<file path="src/sv/dtti_pkg.sv">
// ----------------------------------------------------------------------------
// dtti_pkg
// Shared types, codes and format limits of the decimal text parser.
// ----------------------------------------------------------------------------
package dtti_pkg;

   // Number formats held in the number_format register.
   localparam logic [1:0] FMT_S32 = 2'd0;
   localparam logic [1:0] FMT_U32 = 2'd1;
   localparam logic [1:0] FMT_S64 = 2'd2;
   localparam logic [1:0] FMT_U64 = 2'd3;

   // Register byte addresses on the configuration port.
   localparam int unsigned ADDR_BITS = 3;
   localparam logic [ADDR_BITS-1:0] REG_NUMBER_FORMAT = 3'd0;

   // Character codes.
   localparam logic [7:0] CHAR_MINUS = 8'h2D;
   localparam logic [7:0] CHAR_PLUS  = 8'h2B;
   localparam logic [7:0] CHAR_ZERO  = 8'h30;
   localparam logic [7:0] CHAR_NINE  = 8'h39;

   typedef enum logic [1:0] {
      STATUS_OK        = 2'd0,
      STATUS_NO_DIGITS = 2'd1,
      STATUS_RANGE     = 2'd2
   } status_type;

   typedef struct packed {
      logic [7:0] char_code;
      logic       start_field;
      logic       end_of_text;
   } item_type;

   // A finished number as the step stage hands it to the output stage.
   typedef struct packed {
      logic [63:0] magnitude;
      logic        negative;
      status_type  status;
      logic [15:0] count;
      logic        stopped;
   } number_type;

   function automatic logic fmt_signed(logic [1:0] fmt);
      return ~fmt[0];
   endfunction

   function automatic logic fmt_wide(logic [1:0] fmt);
      return fmt[1];
   endfunction

   // Largest magnitude of the format; neg is the sign in a signed format.
   function automatic logic [63:0] mag_limit(logic [1:0] fmt, logic neg);
      logic [63:0] lim;
      priority if (fmt_wide(fmt) && !fmt_signed(fmt)) lim = 64'hFFFF_FFFF_FFFF_FFFF;
      else if (fmt_wide(fmt) && neg)                  lim = 64'h8000_0000_0000_0000;
      else if (fmt_wide(fmt))                         lim = 64'h7FFF_FFFF_FFFF_FFFF;
      else if (!fmt_signed(fmt))                      lim = 64'h0000_0000_FFFF_FFFF;
      else if (neg)                                   lim = 64'h0000_0000_8000_0000;
      else                                            lim = 64'h0000_0000_7FFF_FFFF;
      return lim;
   endfunction

   // The limit divided by ten.
   function automatic logic [63:0] limit_quot(logic [1:0] fmt);
      logic [63:0] q;
      priority if (fmt_wide(fmt) && !fmt_signed(fmt)) q = 64'd1844674407370955161;
      else if (fmt_wide(fmt))                         q = 64'd922337203685477580;
      else if (!fmt_signed(fmt))                      q = 64'd429496729;
      else                                            q = 64'd214748364;
      return q;
   endfunction

   // The last decimal digit of the limit.
   function automatic logic [3:0] limit_rem(logic [1:0] fmt, logic neg);
      logic [3:0] r;
      priority if (!fmt_signed(fmt)) r = 4'd5;
      else if (neg)                  r = 4'd8;
      else                           r = 4'd7;
      return r;
   endfunction

endpackage

</file>
<file path="src/sv/dtti_step.sv">
// ----------------------------------------------------------------------------
// dtti_step
// Per-byte parse step: holds the running number and registers each finished
// number for the output stage.
// ----------------------------------------------------------------------------
module dtti_step #(
   parameter int unsigned COUNT_BITS = 16
) (
   input  logic                clock,
   input  logic                reset,
   input  logic                step_en,
   input  logic                number_take,
   input  dtti_pkg::item_type  item,
   input  logic [1:0]          number_format,
   output logic                number_valid,
   output dtti_pkg::number_type number_out
);

   localparam int unsigned WIDE_BITS = COUNT_BITS + 16;

   logic [63:0]           mag_ff, mag_in;
   logic                  neg_ff, neg_in;
   dtti_pkg::status_type  status_ff, status_in;
   logic [COUNT_BITS-1:0] count_ff, count_in;
   logic                  sign_allowed_ff, sign_allowed_in;
   logic                  active_ff, active_in;
   logic                  number_valid_ff, number_valid_in;
   dtti_pkg::number_type  number_ff, number_in;

   logic [63:0]           cur_mag;
   logic                  cur_neg;
   dtti_pkg::status_type  cur_status;
   logic [COUNT_BITS-1:0] cur_count;
   logic                  cur_sign_allowed;
   logic                  active;
   logic                  is_signed;
   logic                  is_plus, is_minus, is_sign, is_digit;
   logic [3:0]            digit;
   logic [63:0]           lim, quot;
   logic [3:0]            rem;
   logic                  over;
   logic [63:0]           mag_times_ten;
   logic [COUNT_BITS-1:0] count_inc;
   logic                  produce, stopped;
   logic [COUNT_BITS-1:0] out_count;
   logic [WIDE_BITS-1:0]  out_count_wide;

   always_comb begin
      // A start byte opens the number from a fresh state.
      cur_mag          = item.start_field ? 64'd0 : mag_ff;
      cur_neg          = item.start_field ? 1'b0 : neg_ff;
      cur_status       = item.start_field ? dtti_pkg::STATUS_NO_DIGITS : status_ff;
      cur_count        = item.start_field ? '0 : count_ff;
      cur_sign_allowed = item.start_field | sign_allowed_ff;
      active           = item.start_field | active_ff;

      is_signed = dtti_pkg::fmt_signed(number_format);
      is_plus   = (item.char_code == dtti_pkg::CHAR_PLUS);
      is_minus  = (item.char_code == dtti_pkg::CHAR_MINUS);
      is_sign   = cur_sign_allowed && (is_plus || (is_minus && is_signed));
      is_digit  = (item.char_code >= dtti_pkg::CHAR_ZERO) &&
                  (item.char_code <= dtti_pkg::CHAR_NINE);
      digit     = item.char_code[3:0];

      lim  = dtti_pkg::mag_limit(number_format, cur_neg && is_signed);
      quot = dtti_pkg::limit_quot(number_format);
      rem  = dtti_pkg::limit_rem(number_format, cur_neg && is_signed);
      over = (cur_mag > quot) || ((cur_mag == quot) && (digit > rem));
      mag_times_ten = (cur_mag << 3) + (cur_mag << 1) + {60'd0, digit};
      count_inc = (cur_count != '1) ? cur_count + 1'b1 : cur_count;

      mag_in          = cur_mag;
      neg_in          = cur_neg;
      status_in       = cur_status;
      count_in        = cur_count;
      sign_allowed_in = cur_sign_allowed;
      active_in       = active;
      produce         = 1'b0;
      stopped         = 1'b0;

      if (active) begin
         priority if (is_sign) begin
            neg_in          = is_minus;
            sign_allowed_in = 1'b0;
            count_in        = count_inc;
         end else if (is_digit) begin
            sign_allowed_in = 1'b0;
            count_in        = count_inc;
            if (cur_status != dtti_pkg::STATUS_RANGE) begin
               mag_in    = over ? lim : mag_times_ten;
               status_in = over ? dtti_pkg::STATUS_RANGE : dtti_pkg::STATUS_OK;
            end
         end else begin
            // The byte is not part of the number and ends it unconsumed.
            produce   = 1'b1;
            stopped   = 1'b1;
            active_in = 1'b0;
         end
         if ((is_sign || is_digit) && item.end_of_text) begin
            produce   = 1'b1;
            active_in = 1'b0;
         end
      end

      // A stopped number reports the state before this byte.
      out_count      = stopped ? cur_count : count_in;
      out_count_wide = {16'd0, out_count};

      number_in.magnitude = stopped ? cur_mag : mag_in;
      number_in.negative  = stopped ? cur_neg : neg_in;
      number_in.status    = stopped ? cur_status : status_in;
      number_in.count     = (out_count_wide > WIDE_BITS'(16'hFFFF)) ?
                            16'hFFFF : out_count_wide[15:0];
      number_in.stopped   = stopped;

      if (step_en) begin
         number_valid_in = produce;
      end else if (number_take) begin
         number_valid_in = 1'b0;
      end else begin
         number_valid_in = number_valid_ff;
      end
   end

   always_ff @(posedge clock) begin
      if (reset) begin
         mag_ff          <= 64'd0;
         neg_ff          <= 1'b0;
         status_ff       <= dtti_pkg::STATUS_NO_DIGITS;
         count_ff        <= '0;
         sign_allowed_ff <= 1'b1;
         active_ff       <= 1'b0;
         number_valid_ff <= 1'b0;
      end else begin
         number_valid_ff <= number_valid_in;
         if (step_en) begin
            mag_ff          <= mag_in;
            neg_ff          <= neg_in;
            status_ff       <= status_in;
            count_ff        <= count_in;
            sign_allowed_ff <= sign_allowed_in;
            active_ff       <= active_in;
         end
      end
   end

   always_ff @(posedge clock) begin
      if (step_en && produce) begin
         number_ff <= number_in;
      end
   end

   assign number_valid = number_valid_ff;
   assign number_out   = number_ff;

endmodule

</file>
<file path="src/sv/dtti_emit.sv">
// ----------------------------------------------------------------------------
// dtti_emit
// Output stage: clamps a finished magnitude to the format, applies the sign
// and holds the result word until it is taken.
// ----------------------------------------------------------------------------
module dtti_emit (
   input  logic                 clock,
   input  logic                 reset,
   input  logic                 load,
   input  dtti_pkg::number_type number_in,
   input  logic [1:0]           number_format,
   input  logic                 rsp_ready,
   output logic                 rsp_valid,
   output logic [63:0]          rsp_value,
   output logic [1:0]           rsp_status,
   output logic [15:0]          rsp_bytes_consumed,
   output logic                 rsp_stopped_on_byte
);

   logic                 valid_ff, valid_in;
   logic [63:0]          value_ff, value_in;
   dtti_pkg::status_type status_ff, status_in;
   logic [15:0]          count_ff;
   logic                 stopped_ff;

   logic        neg_eff;
   logic [63:0] lim;
   logic        over;

   always_comb begin
      neg_eff = number_in.negative && dtti_pkg::fmt_signed(number_format);
      lim     = dtti_pkg::mag_limit(number_format, neg_eff);
      over    = number_in.magnitude > lim;

      // Both negations are formed in parallel with the compare.
      if (neg_eff) begin
         value_in = over ? (64'd0 - lim) : (64'd0 - number_in.magnitude);
      end else begin
         value_in = over ? lim : number_in.magnitude;
      end
      if (!dtti_pkg::fmt_wide(number_format)) begin
         value_in[63:32] = 32'd0;
      end

      status_in = over ? dtti_pkg::STATUS_RANGE : number_in.status;
      if (number_in.status == dtti_pkg::STATUS_NO_DIGITS) begin
         value_in  = 64'd0;
         status_in = dtti_pkg::STATUS_NO_DIGITS;
      end

      if (load) begin
         valid_in = 1'b1;
      end else if (rsp_ready) begin
         valid_in = 1'b0;
      end else begin
         valid_in = valid_ff;
      end
   end

   always_ff @(posedge clock) begin
      if (reset) begin
         valid_ff <= 1'b0;
      end else begin
         valid_ff <= valid_in;
      end
   end

   always_ff @(posedge clock) begin
      if (load) begin
         value_ff   <= value_in;
         status_ff  <= status_in;
         count_ff   <= number_in.count;
         stopped_ff <= number_in.stopped;
      end
   end

   assign rsp_valid           = valid_ff;
   assign rsp_value           = value_ff;
   assign rsp_status          = status_ff;
   assign rsp_bytes_consumed  = count_ff;
   assign rsp_stopped_on_byte = stopped_ff;

endmodule

</file>
<file path="src/sv/decimal_text_to_integer.sv">
// ----------------------------------------------------------------------------
// decimal_text_to_integer
// Streaming saturating ASCII decimal parser in four integer formats.
//
//   channel   direction  handshake        payload
//   req       in         valid / ready    char_code, start_field, end_of_text
//   rsp       out        valid / ready    value, status, bytes_consumed,
//                                         stopped_on_byte
//   csr       in         APB, pready=1    number_format at byte address 0
//
// One byte is accepted per cycle when the result side keeps up.
// The byte ending a number passes the input, parse step and output registers
// in turn before its result is valid.
// The parse step's multiply by ten and limit compare set the cycle time.
// Reset clears all control state and sets number_format to signed 32-bit.
// A stalled result holds the output register; the stage behind it keeps
// taking bytes until its own pending number has nowhere to go.
// ----------------------------------------------------------------------------
module decimal_text_to_integer #(
   parameter int unsigned COUNT_BITS = 16
) (
   input  logic        clock,
   input  logic        reset,

   input  logic        req_valid,
   output logic        req_ready,
   input  logic [7:0]  req_char_code,
   input  logic        req_start_field,
   input  logic        req_end_of_text,

   output logic        rsp_valid,
   input  logic        rsp_ready,
   output logic [63:0] rsp_value,
   output logic [1:0]  rsp_status,
   output logic [15:0] rsp_bytes_consumed,
   output logic        rsp_stopped_on_byte,

   input  logic        psel,
   input  logic        penable,
   input  logic        pwrite,
   input  logic [dtti_pkg::ADDR_BITS-1:0] paddr,
   input  logic [31:0] pwdata,
   output logic [31:0] prdata,
   output logic        pready
);

   logic [1:0]           format_ff, format_in;
   logic                 in_valid_ff, in_valid_in;
   dtti_pkg::item_type   in_item_ff;

   logic                 step_en;
   logic                 number_valid;
   logic                 number_take;
   logic                 out_free;
   dtti_pkg::number_type number;
   logic                 csr_write;
   logic                 csr_hit;

   // Configuration register.
   assign pready    = 1'b1;
   assign csr_hit   = (paddr[dtti_pkg::ADDR_BITS-1:2] ==
                       dtti_pkg::REG_NUMBER_FORMAT[dtti_pkg::ADDR_BITS-1:2]);
   assign csr_write = psel && penable && pwrite && pready && csr_hit;
   assign format_in = csr_write ? pwdata[1:0] : format_ff;
   assign prdata    = csr_hit ? {30'd0, format_ff} : 32'd0;

   // Backpressure chain from the result side to the input register.
   assign out_free    = !rsp_valid || rsp_ready;
   assign number_take = number_valid && out_free;
   assign step_en     = in_valid_ff && (!number_valid || number_take);
   assign req_ready   = !in_valid_ff || step_en;

   always_comb begin
      if (req_valid && req_ready) begin
         in_valid_in = 1'b1;
      end else if (step_en) begin
         in_valid_in = 1'b0;
      end else begin
         in_valid_in = in_valid_ff;
      end
   end

   always_ff @(posedge clock) begin
      if (reset) begin
         format_ff   <= dtti_pkg::FMT_S32;
         in_valid_ff <= 1'b0;
      end else begin
         format_ff   <= format_in;
         in_valid_ff <= in_valid_in;
      end
   end

   always_ff @(posedge clock) begin
      if (req_valid && req_ready) begin
         in_item_ff.char_code   <= req_char_code;
         in_item_ff.start_field <= req_start_field;
         in_item_ff.end_of_text <= req_end_of_text;
      end
   end

   dtti_step #(
      .COUNT_BITS (COUNT_BITS)
   ) u_step (
      .clock         (clock),
      .reset         (reset),
      .step_en       (step_en),
      .number_take   (number_take),
      .item          (in_item_ff),
      .number_format (format_ff),
      .number_valid  (number_valid),
      .number_out    (number)
   );

   dtti_emit u_emit (
      .clock               (clock),
      .reset               (reset),
      .load                (number_take),
      .number_in           (number),
      .number_format       (format_ff),
      .rsp_ready           (rsp_ready),
      .rsp_valid           (rsp_valid),
      .rsp_value           (rsp_value),
      .rsp_status          (rsp_status),
      .rsp_bytes_consumed  (rsp_bytes_consumed),
      .rsp_stopped_on_byte (rsp_stopped_on_byte)
   );

   // The input register only refuses a byte while it holds one.
   assert property (@(posedge clock) disable iff (reset) !req_ready |-> in_valid_ff)
      else $error("input stalled while its register is empty");

   // A number with no digits always reports a zero value.
   assert property (@(posedge clock) disable iff (reset)
      rsp_valid && (rsp_status == dtti_pkg::STATUS_NO_DIGITS) |-> (rsp_value == 64'd0))
      else $error("no-digit result carries a nonzero value");

   // Only the three defined status codes leave the block.
   assert property (@(posedge clock) disable iff (reset)
      rsp_valid |-> (rsp_status == dtti_pkg::STATUS_OK) ||
                    (rsp_status == dtti_pkg::STATUS_NO_DIGITS) ||
                    (rsp_status == dtti_pkg::STATUS_RANGE))
      else $error("undefined status code on result");

   // A pending number that cannot be handed on while the output stalls is not lost.
   assert property (@(posedge clock) disable iff (reset)
      number_valid && !out_free |=> number_valid)
      else $error("pending number dropped under backpressure");

endmodule

</file>
<file path="config.mk">
export PLATFORM = sky130hd
export DESIGN_NAME = decimal_text_to_integer
export DESIGN_NICKNAME = d
export VERILOG_FILES = /design/src/sv/dtti_pkg.sv /design/src/sv/dtti_step.sv /design/src/sv/dtti_emit.sv /design/src/sv/decimal_text_to_integer.sv
export SDC_FILE = /design/constraint.sdc
export NUM_CORES = 1
export LEC_CHECK = 0
export BUFFER_PORTS_ARGS = -buffer_cell sky130_fd_sc_hd__buf_2
export CAP_MARGIN = 10
export CORE_MARGIN = 4
export CORE_UTILIZATION = 30
export CTS_BUF_LIST = sky130_fd_sc_hd__clkbuf_16
export DETAILED_ROUTE_END_ITERATION = 10
export SLEW_MARGIN = 20
export SYNTH_ARGS = -nofsm -noshare
export SYNTH_HDL_FRONTEND = slang
export SYNTH_SLANG_ARGS = --single-unit
export TNS_END_PERCENT = 5
</file>
<file path="constraint.sdc">
create_clock -name clock -period 18.49 [get_ports clock]
set_input_delay 3.698 -clock clock [delete_from_list [all_inputs] [get_ports clock]]
set_output_delay 3.698 -clock clock [all_outputs]
set_load 0.1 [all_outputs]
</file>
== Yosys cells after proc, flatten, opt, wreduce, memory -nomap -nowiden ==
Cells that the tools add are included.

* Mux-type cells: 62
* Bitwise operators: 5
* Order comparisons: 5
* Reduce and logical (&&, ||, !) cells: 30
* Add/subtract/negate cells: 5
* Equality and inequality tests: 6

{| class="wikitable"
|+ Operators with widths
! operator !! number
|-
| two-way mux 64 bit || 20
|-
| > comparator 64 bit || 2
|-
| subtractor 1 x 64 -> 64 bit, first input constant || 2
|-
| two-way mux 16 bit || 6
|-
| adder 64 x 4 -> 64 bit || 1
|-
| adder 64 bit || 1
|-
| equality test 64 bit || 1
|-
| two-way mux 32 bit || 2
|-
| two-way mux 29 bit || 1
|-
| two-way mux 1 bit || 22
|-
| two-way mux 2 bit || 9
|-
| logical AND 1 bit || 17
|-
| adder 16 x 1 -> 16 bit, second input constant || 1
|-
| equality test 8 x 6 -> 1 bit, second input constant || 2
|-
| inequality test 16 bit, second input constant || 1
|-
| >= comparator 8 x 6 -> 1 bit, second input constant || 1
|-
| <= comparator 8 x 6 -> 1 bit, second input constant || 1
|-
| two-way mux 4 bit || 2
|-
| logical OR 1 bit || 6
|-
| nonzero test 2 bit || 3
|-
| > comparator 4 bit || 1
|-
| zero test 1 bit || 3
|-
| inverter 1 bit || 3
|-
| equality test 2 x 1 -> 1 bit, second input constant || 1
|-
| other kinds (3) || 4
|}

* Word-level logic and storage cells: 136
* Register bits after elaboration: 267
* Input bits: 52
* Output and inout port bits: 118

== Logic depth before layout (Yosys ltp) ==
Gate-level depths: netlist of the first run.

* Depth in word-level cells: 13
* Depth in mapped cells: 26
* Depth with buffers taken out: 19

== By module ==
A second synthesis of the first run with hierarchy kept.

* Cell total of the unflattened synthesis: 2538
* Area, all modules: 21670.8 sq um

{| class="wikitable"
|+ Modules (own cells, without submodules)
! module !! times used !! area each (sq um) !! seq. area each (sq um) !! cells an instance
|-
| dtti_step || 1 || 13847.0 || 4244.1 || 1669
|-
| dtti_emit || 1 || 7105.6 || 2512.4 || 806
|-
| decimal_text_to_integer || 1 || 718.2 || 360.3 || 63
|}

== Worst setup path before layout of the first run ==
OpenSTA, ideal clock, no wires.

* Kind: input to output
* From: input port paddr[2] in the netlist's numbering
* To: output port prdata[0]
* Data required time: 14792 ps
* Stages on the path: 1
* Arrival time: 4949 ps
* Buffers on the path: 0
* Path slack: 9843 ps
* Cell sequence: nor2_1

* Cells in the longest elaborated chain, start to end: 1

{| class="wikitable"
|+ Ends and longest elaborated chain
! element !! RTL line !! RTL
|-
| from (decl) || decimal_text_to_integer.sv:41 || <nowiki>input logic [dtti_pkg::ADDR_BITS-1:0] paddr,</nowiki>
|-
| two-way mux 2 bit || decimal_text_to_integer.sv:65 || <nowiki>assign prdata = csr_hit ? {30'd0, format_ff} : 32'd0;</nowiki>
|-
| to (decl) || decimal_text_to_integer.sv:43 || <nowiki>output logic [31:0] prdata,</nowiki>
|}

No other way between the ends.

== Worst setup path in the final report of the first run ==
* From: input port rsp_ready
* To: output port req_ready

* Cells in the longest elaborated chain, start to end: 5

{| class="wikitable"
|+ Ends and longest elaborated chain
! element !! RTL line !! RTL
|-
| from (decl) || decimal_text_to_integer.sv:32 || <nowiki>input logic rsp_ready,</nowiki>
|-
| logical OR 1 bit || decimal_text_to_integer.sv:68 || <nowiki>assign out_free = !rsp_valid || rsp_ready;</nowiki>
|-
| logical AND 1 bit || decimal_text_to_integer.sv:69 || <nowiki>assign number_take = number_valid && out_free;</nowiki>
|-
| logical OR 1 bit || decimal_text_to_integer.sv:70 || <nowiki>assign step_en = in_valid_ff && (!number_valid || number_take);</nowiki>
|-
| logical AND 1 bit || decimal_text_to_integer.sv:70 ||
|-
| logical OR 1 bit || decimal_text_to_integer.sv:71 || <nowiki>assign req_ready = !in_valid_ff || step_en;</nowiki>
|-
| to (decl) || decimal_text_to_integer.sv:26 || <nowiki>output logic req_ready,</nowiki>
|}

No other way between the ends.

==> metrics, run 1 <==
most area-hungry cell type in the Yosys netlist=edfxtp_1; Slew headroom=18.7%; Lkg Pwr=9.06 nW; drt pass-1 iters=5; hold depth=0; Ys Warns=0; IO Count=170; FF/Latch Area=7120 um2; worst hold path type=reg2reg; Psw=0.454 mW; drt wl/cell=approximately 19 um; max-cap violations=0; Peak Freq=0.120 GHz; CP Class=in2out; R2R depth=23; post-route DRC violation count=0; R2R Path End=u_emit.rsp_value[62]; Slew @ Worst Pin=roughly 1.2 ns; Initial Util=30.2%; R2R Path Start=format_ff[0]; core area=69900 um2; Clock transition at path regs=0.06 ns; Mapped Area=21100 um2; total power=1.45 mW; CP arrival=4.62 ns; final clock skew=roughly 0.025 ns; cell internal pwr=1.00 mW; ANT nets after route=0; RePlAce Congestion=between 0.8 and 0.9; root buf cell=clkbuf_16; cts bufs inserted=29; RSZ-0062 raised after global routing=no; #FFs+latches synth=267; flop2flop setup slack=11.09 ns; EDFF count, synth=177; clock sinks=267; Mapped Cells=about 2500; DR vias=19100; met2 usage=27.5%; # rows=97; setup bufs post-CTS=0; Critical Path Sink Type=output port; Mean Syn Cell Area=8.52 um2; max-slew violations=0; ys async rst share=0%; Die Ht=273 um; sequential share of the synthesized area=roughly a third; chip width=273 um; Area growth syn-to-layout=10.5%; top cell type's share of synthesized area=25.2%; Worst EP required=between 10 and 15 ns; met1 Track Usage GR=a little under a quarter; clock share of power=about 37%; GRT Resource Usage Total=16.8%; Final min period=8.31 ns; setup violators final=0; met3 usage=1.78%; CTS resizes=0; total congestion overflow=0; hold endpoint=u_emit.rsp_bytes_consumed[13]; Sw Ratio=31.2%; CTS Hold Bufs=0; antenna violations before repair=0; multi-input combinational cell area=13200 um2; Fillers=7337; PwrDens=62.3 nW/um2; Die ar.=roughly 75000 um2; hpwl dp=49500 um; pin count of the biggest net entering global routing=76; Clock Latency Late Sink=~0.58 ns; Longest Clk Path Bufs=3; combinational share of power=between 15 and 20%; dpl cells=3423; routed wire length=approximately 66000 um; status=finished clean; Max H-tree Level=1; vias in the first global route=17500; Buffers on Ports=106; DR vias/cell=5.50; Final Hold Vio Count=0; # diodes=0; share of layout cells above drive strength 1=under 10%; global-route wire length before repair=roughly 100000 um; Hold Path Origin=u_step.number_out[14]; Synth area leaders=edfxtp_1, ha_1, dfxtp_1; critical path peak fanout=6; CTS tree=done; Distinct cells, synth=97; Finished Layout Cells=3478; Max VDD drop=roughly 0.068 mV; final critical-path share of the clock period=45.0%; Synth Flop Type=edfxtp_1; busiest grt layer=met2; NumNets Final=2800; startpoint types=input port; Fin Setup TNS=0 ns; 1st-iter DRT viols=1697; Seq pwr share=46.3%
==> worst max-delay path, stage by stage <==
cell	delay [ns]
buf_2	0.09
nor2b_1	0.12
buf_4	0.22
nand3_1	0.12
buf_2	0.35
==> worst max-delay path by stage <==
stage / from / to
3_5_place_dp: rsp_ready / req_ready
6_report: rsp_ready / req_ready
3_3_place_gp: rsp_ready / req_ready
2_1_floorplan: paddr[2] / prdata[0]
4_1_cts: rsp_ready / req_ready
5_1_grt: rsp_ready / req_ready
==> area by class of cell <==
cell class,instances,share of cell area [%]
Multi-Input combinational cell,2036,56.6
Sequential cell,267,30.5
Tap cell,940,5.04
Timing Repair Buffer,138,3.36
Clock buffer,29,3.11
Inverter,43,0.691
Clock inverter,25,0.675
==> per-layer routing <==
metal  routed length, um  vias up
li1                    -     9277
met1               29800     9041
met2               29900      703
met3                4340      117
met4                2200        0
met5                   0        -
==> flip-flops by register name, indices dropped and copies added (netlist names), 10 cells and up <==
register / flops
in_item_ff: 10
u_emit.rsp_bytes_consumed: 16
u_emit.rsp_value: 64
u_step.count_ff: 16
u_step.mag_ff: 64
u_step.number_out: 84
==> Yosys cell counts (18+ instances only) <==
library cell / count
nand2_1: 267
a21oi_1: 256
ha_1: 231
nor2_1: 231
edfxtp_1: 177
o21ai_0: 176
clkbuf_1: 105
dfxtp_1: 90
nor2b_1: 76
nand3_1: 75
xnor2_1: 55
nor3_1: 53
nand4_1: 46
xor2_1: 43
a31oi_1: 42
inv_1: 42
a21o_1: 34
buf_4: 34
nor4_1: 28
a22o_1: 27
a22oi_1: 26
and3_1: 25
o21a_1: 19
o211ai_1: 18
==> stage by stage <==
stage          utilization, %  setup WS (ns)  hold WS (ns)  instance area (um2)
6_report                 33.4          10.18         0.418                23300
5_1_grt                  33.4          10.11         0.432                23300
4_1_cts                  33.4          10.17         0.422                23300
3_5_place_dp             32.1          10.19         0.406                22400
3_3_place_gp             32.1          10.20         0.406                22400
2_1_floorplan               -           9.84         0.400                21200
==> cells by family (layout without fill, tap and decap cells) <==
kind of cell	Yosys count	count (layout)	synth area share (%)
and+or+nand+nor	902	902	20.6
AOI/OAI and AO/OA	766	766	23.0
DFF	267	267	33.7
adders and majority gates	233	233	13.9
buffers and inverters	204	235	4.41
xor gates and xnor gates	98	98	4.06
muxes	6	6	0.296
other	2	31	0.0356
==> power groups by stage <==
stage               registers, mW  clock network [mW]  logic, mW
floorplan                   0.709                   0      0.160
global placement            0.686                   0      0.236
detailed placement          0.686                   0      0.237
CTS                         0.673               0.553      0.237
global route                0.675               0.579      0.259
finish                      0.674               0.540      0.240
==> placed cells by master, fill, tap and decap left out, types with 29 or more instances in the layout <==
cell,instances
a21o_1,34
a21oi_1,256
a31oi_1,42
buf_2,106
buf_4,31
clkbuf_16,29
conb_1,31
dfxtp_1,90
edfxtp_1,177
ha_1,231
inv_1,51
nand2_1,265
nand3_1,75
nand4_1,46
nor2_1,228
nor2b_1,75
nor3_1,53
o21ai_0,175
xnor2_1,55
xor2_1,43
No activity file was read; power rests on OpenSTA's default activity.
==> run 2: changes to the inputs <==
--- a/config.mk
+++ b/config.mk
@@ -5,6 +5,7 @@
 export SDC_FILE = /design/constraint.sdc
 export NUM_CORES = 1
 export LEC_CHECK = 0
+export ABC_AREA = 1
 export BUFFER_PORTS_ARGS = -buffer_cell sky130_fd_sc_hd__buf_2
 export CAP_MARGIN = 10
 export CORE_MARGIN = 4
==> constraint.sdc (replaced) <==
create_clock -name clock -period 8.3 [get_ports clock]
set_input_delay 1.66 -clock clock [delete_from_list [all_inputs] [get_ports clock]]
set_output_delay 1.66 -clock clock [all_outputs]
set_load 0.1 [all_outputs]
==> run 2 against run 1 <==
Effect of this change: worst hold slack got worse by 0.0012 ns; critical path depth increased by 13; cell area increased by 6.0%; register-to-register slack got worse by 8.6 ns; count of clock-buffer cells in the layout decreased by 2; total power increased by 140%; sequential cell count unchanged; die area increased by 6.7%; synthesized cell count increased by 29%; core utilization decreased by 0.21 points; first-iteration DRC count decreased by 0.77%; critical endpoint is now u_step.number_out[66]; sequential power increased by 120%.
==> metrics, run 2 <==
status=finished clean; post-synthesis compound-gate area fraction=15.6% (-7.4 points); Initial Util=30.3% (+0.080 points); Ys Warns=0 (unchanged); DR vias/cell=4.94 (-10%); NumNets Final=3540 (+26%); ys async rst share=0% (unchanged); # rows=100 (+3.1%); crit path launch=format_ff[0]; Longest Clk Path Bufs=3 (unchanged); IO Count=170 (unchanged); simple logic cell fraction of the synthesized area=27.6% (+7.0 points); #FFs+latches synth=267 (unchanged); ANT nets after route=0 (unchanged); most area-hungry cell type in the Yosys netlist=edfxtp_1; core area=74600 um2 (+6.7%); GRT Resource Usage Total=16.4% (-0.45 points); CTS resizes=0 (unchanged); routed wire length=67100 um (+1.3%); Critical Path Sink Type=flip-flop; pin count of the biggest net entering global routing=86 (+13%); Slowest-stage cell, CP=inv_1; max-cap violations=0 (unchanged); WP buf/inv=3 (unchanged); cts bufs inserted=27 (-6.9%); CTS Hold Bufs=0 (unchanged); Final Hold Vio Count=0 (unchanged); CP Class=reg2reg; most common cell in the netlist=nand2_1; area share of fa/ha/maj cells after synthesis=13.0% (-0.90 points); total congestion overflow=0 (unchanged); setup violators final=0 (unchanged); sequential share of the synthesized area=31.5% (-2.2 points); mux contribution to synthesized area=0.0886% (-0.21 points); most common cell after layout, fill and taps aside=nand2_1; CP max stage delay=0.71 ns (+0.36 ns); clock share of power=35.8% (-1.3 points); XOR/XNOR Fraction of Synth Area=2.48% (-1.6 points); Die Ht=282 um (+3.3%); startpoint types=flip-flop; Synth area leaders=edfxtp_1, ha_1, nand2_1; Fillers=8015 (+9.2%); 1st-iter DRT viols=1684 (-0.77%); Worst EP required=8.66 ns (-6.13 ns); cell internal pwr=2.33 mW (+130%); chip width=282 um (+3.3%); RePlAce Congestion=0.929 (+3.7%); main combinational cell family by area after synthesis=simple AND/OR/NAND/NOR gates; Fin Setup TNS=0 ns (unchanged); final critical-path share of the clock period=between 70 and 80%; DR vias=21000 (+9.6%); root buf cell=clkbuf_16; worst hold path type=reg2reg; Synth Flop Type=edfxtp_1; setup bufs post-CTS=0 (unchanged); RSZ-0062 raised after global routing=no; drt wl/cell=15.8 um (-17%); Mean Syn Cell Area=7.05 um2 (-17%); R2R Path Start=format_ff[0]; clock sinks=267 (unchanged); share of layout cells above drive strength 1=7.97% (-1.5 points); Clock Latency Late Sink=0.55 ns (-0.03 ns); Lkg Pwr=11.4 nW (+25%); Die ar.=79800 um2 (+6.7%); Max VDD drop=0.135 mV (+100%); # diodes=0 (unchanged); Hold Path Origin=u_step.number_out[16]; Clock transition at path regs=0.06 ns (about the same); Max H-tree Level=1 (unchanged); antenna violations before repair=0 (unchanged); combinational share of power=20.7% (+4.2 points); max-slew violations=0 (unchanged); Slew @ Worst Pin=0.999 ns (-0.216 ns); total power=3.42 mW (+140%); Worst path top cell family by delay=simple AND/OR/NAND/NOR gates; hpwl dp=52900 um (+6.8%); critical path peak fanout=34 (+28); Peak Freq=0.172 GHz; Sw Ratio=32.0% (+0.78 points); CP arrival=6.18 ns (+1.56 ns); Buffers on Ports=106 (unchanged); Seq pwr share=43.5% (-2.8 points); cell chain of the critical path=inv_1, nand2_1, ha_1, nand2_1, inv_1, nand3_1, nor2_1, nand4_1, nor4_2, nand4_1, or2_1, nand2_2, nand2_4, inv_1, nand2_1, nand3_1, nor2_1, a21oi_1; global-route wire length before repair=105000 um (+3.6%); final clock skew=0.0101 ns (-0.0151 ns); Area growth syn-to-layout=9.53%; most frequent cells in the layout=nand2_1, inv_1, nor2_1; top cell type's share of synthesized area=23.5% (-1.6 points); post-route DRC violation count=0 (unchanged); PwrDens=138 nW/um2 (+120%); Slew headroom=33.3% (+15 points); Mapped Cells=3205 (+29%); Distinct cells, synth=60 (-38%); max FFs per register=84 (unchanged); CTS tree=done; Psw=1.09 mW (+140%); EDFF count, synth=177 (unchanged); drt pass-1 iters=5 (unchanged); Mapped Area=22600 um2 (+7.0%); vias in the first global route=19800 (+13%); Post-synth top cells=nand2_1, inv_1, nor2_1, a21oi_1, ha_1; Final min period=5.83 ns
==> run 2: cell type report <==
| cell class | count | area (um2) | share of cell area, % |
|---|---|---|---|
| Tap cell | 969 | 1210 | 4.90 |
| Multi-Input combinational cell | 2455 | 13400 | 54.2 |
| Clock buffer | 27 | 676 | 2.73 |
| Clock inverter | 23 | 206 | 0.834 |
| Timing Repair Buffer | 123 | 678 | 2.74 |
| Sequential cell | 267 | 7120 | 28.8 |
| Inverter | 381 | 1430 | 5.79 |
==> run 2: metrics by stage <==
stage               utilization, %  area, um2  instances  hold slack [ns]  setup slack, ns
floorplan                        -      22700       3234            0.400             2.02
global placement              32.0      23800       4194            0.403             2.60
detailed placement            32.0      23800       4194            0.406             2.50
CTS                           33.1      24700       4244            0.419             2.48
global route                  33.2      24700       4245            0.418             1.85
finish                        33.2      24700       4245            0.416             2.47
==> run 2: routing by layer <==
metal	vias up	GRT usage, %	routed length, um
met4	0	6.60	2830
li1	10700	-	-
met1	9437	22.3	30700
met3	134	1.58	3840
met2	667	26.8	29700
met5	-	0	0
==> run 2: cells by family (layout without fill, tap and decap cells) <==
| group | count (synthesis) | after routing |
|---|---|---|
| xor gates and xnor gates | 64 | 64 |
| DFF | 267 | 267 |
| muxes | 2 | 2 |
| adders and majority gates | 233 | 233 |
| other | 2 | 31 |
| AOI/OAI and AO/OA | 653 | 653 |
| buffers and inverters | 512 | 554 |
| and+or+nand+nor | 1472 | 1472 |
==> run 2: final timing paths <==
path | end | slack, ns | cells after the start
max reg2reg | u_step.number_out[66] | 2.47 | 18
min | u_emit.rsp_bytes_consumed[15] | 0.42 | 0
max | u_step.number_out[66] | 2.47 | 18
min reg2reg | u_emit.rsp_bytes_consumed[15] | 0.42 | 0
==> run 2: power groups by stage <==
stage          logic, mW  registers, mW  clock network [mW]
6_report           0.708           1.49                1.22
3_5_place_dp       0.701           1.52                   0
4_1_cts            0.703           1.49                1.26
3_3_place_gp       0.695           1.52                   0
2_1_floorplan      0.514           1.57                   0
5_1_grt            0.784           1.49                1.31
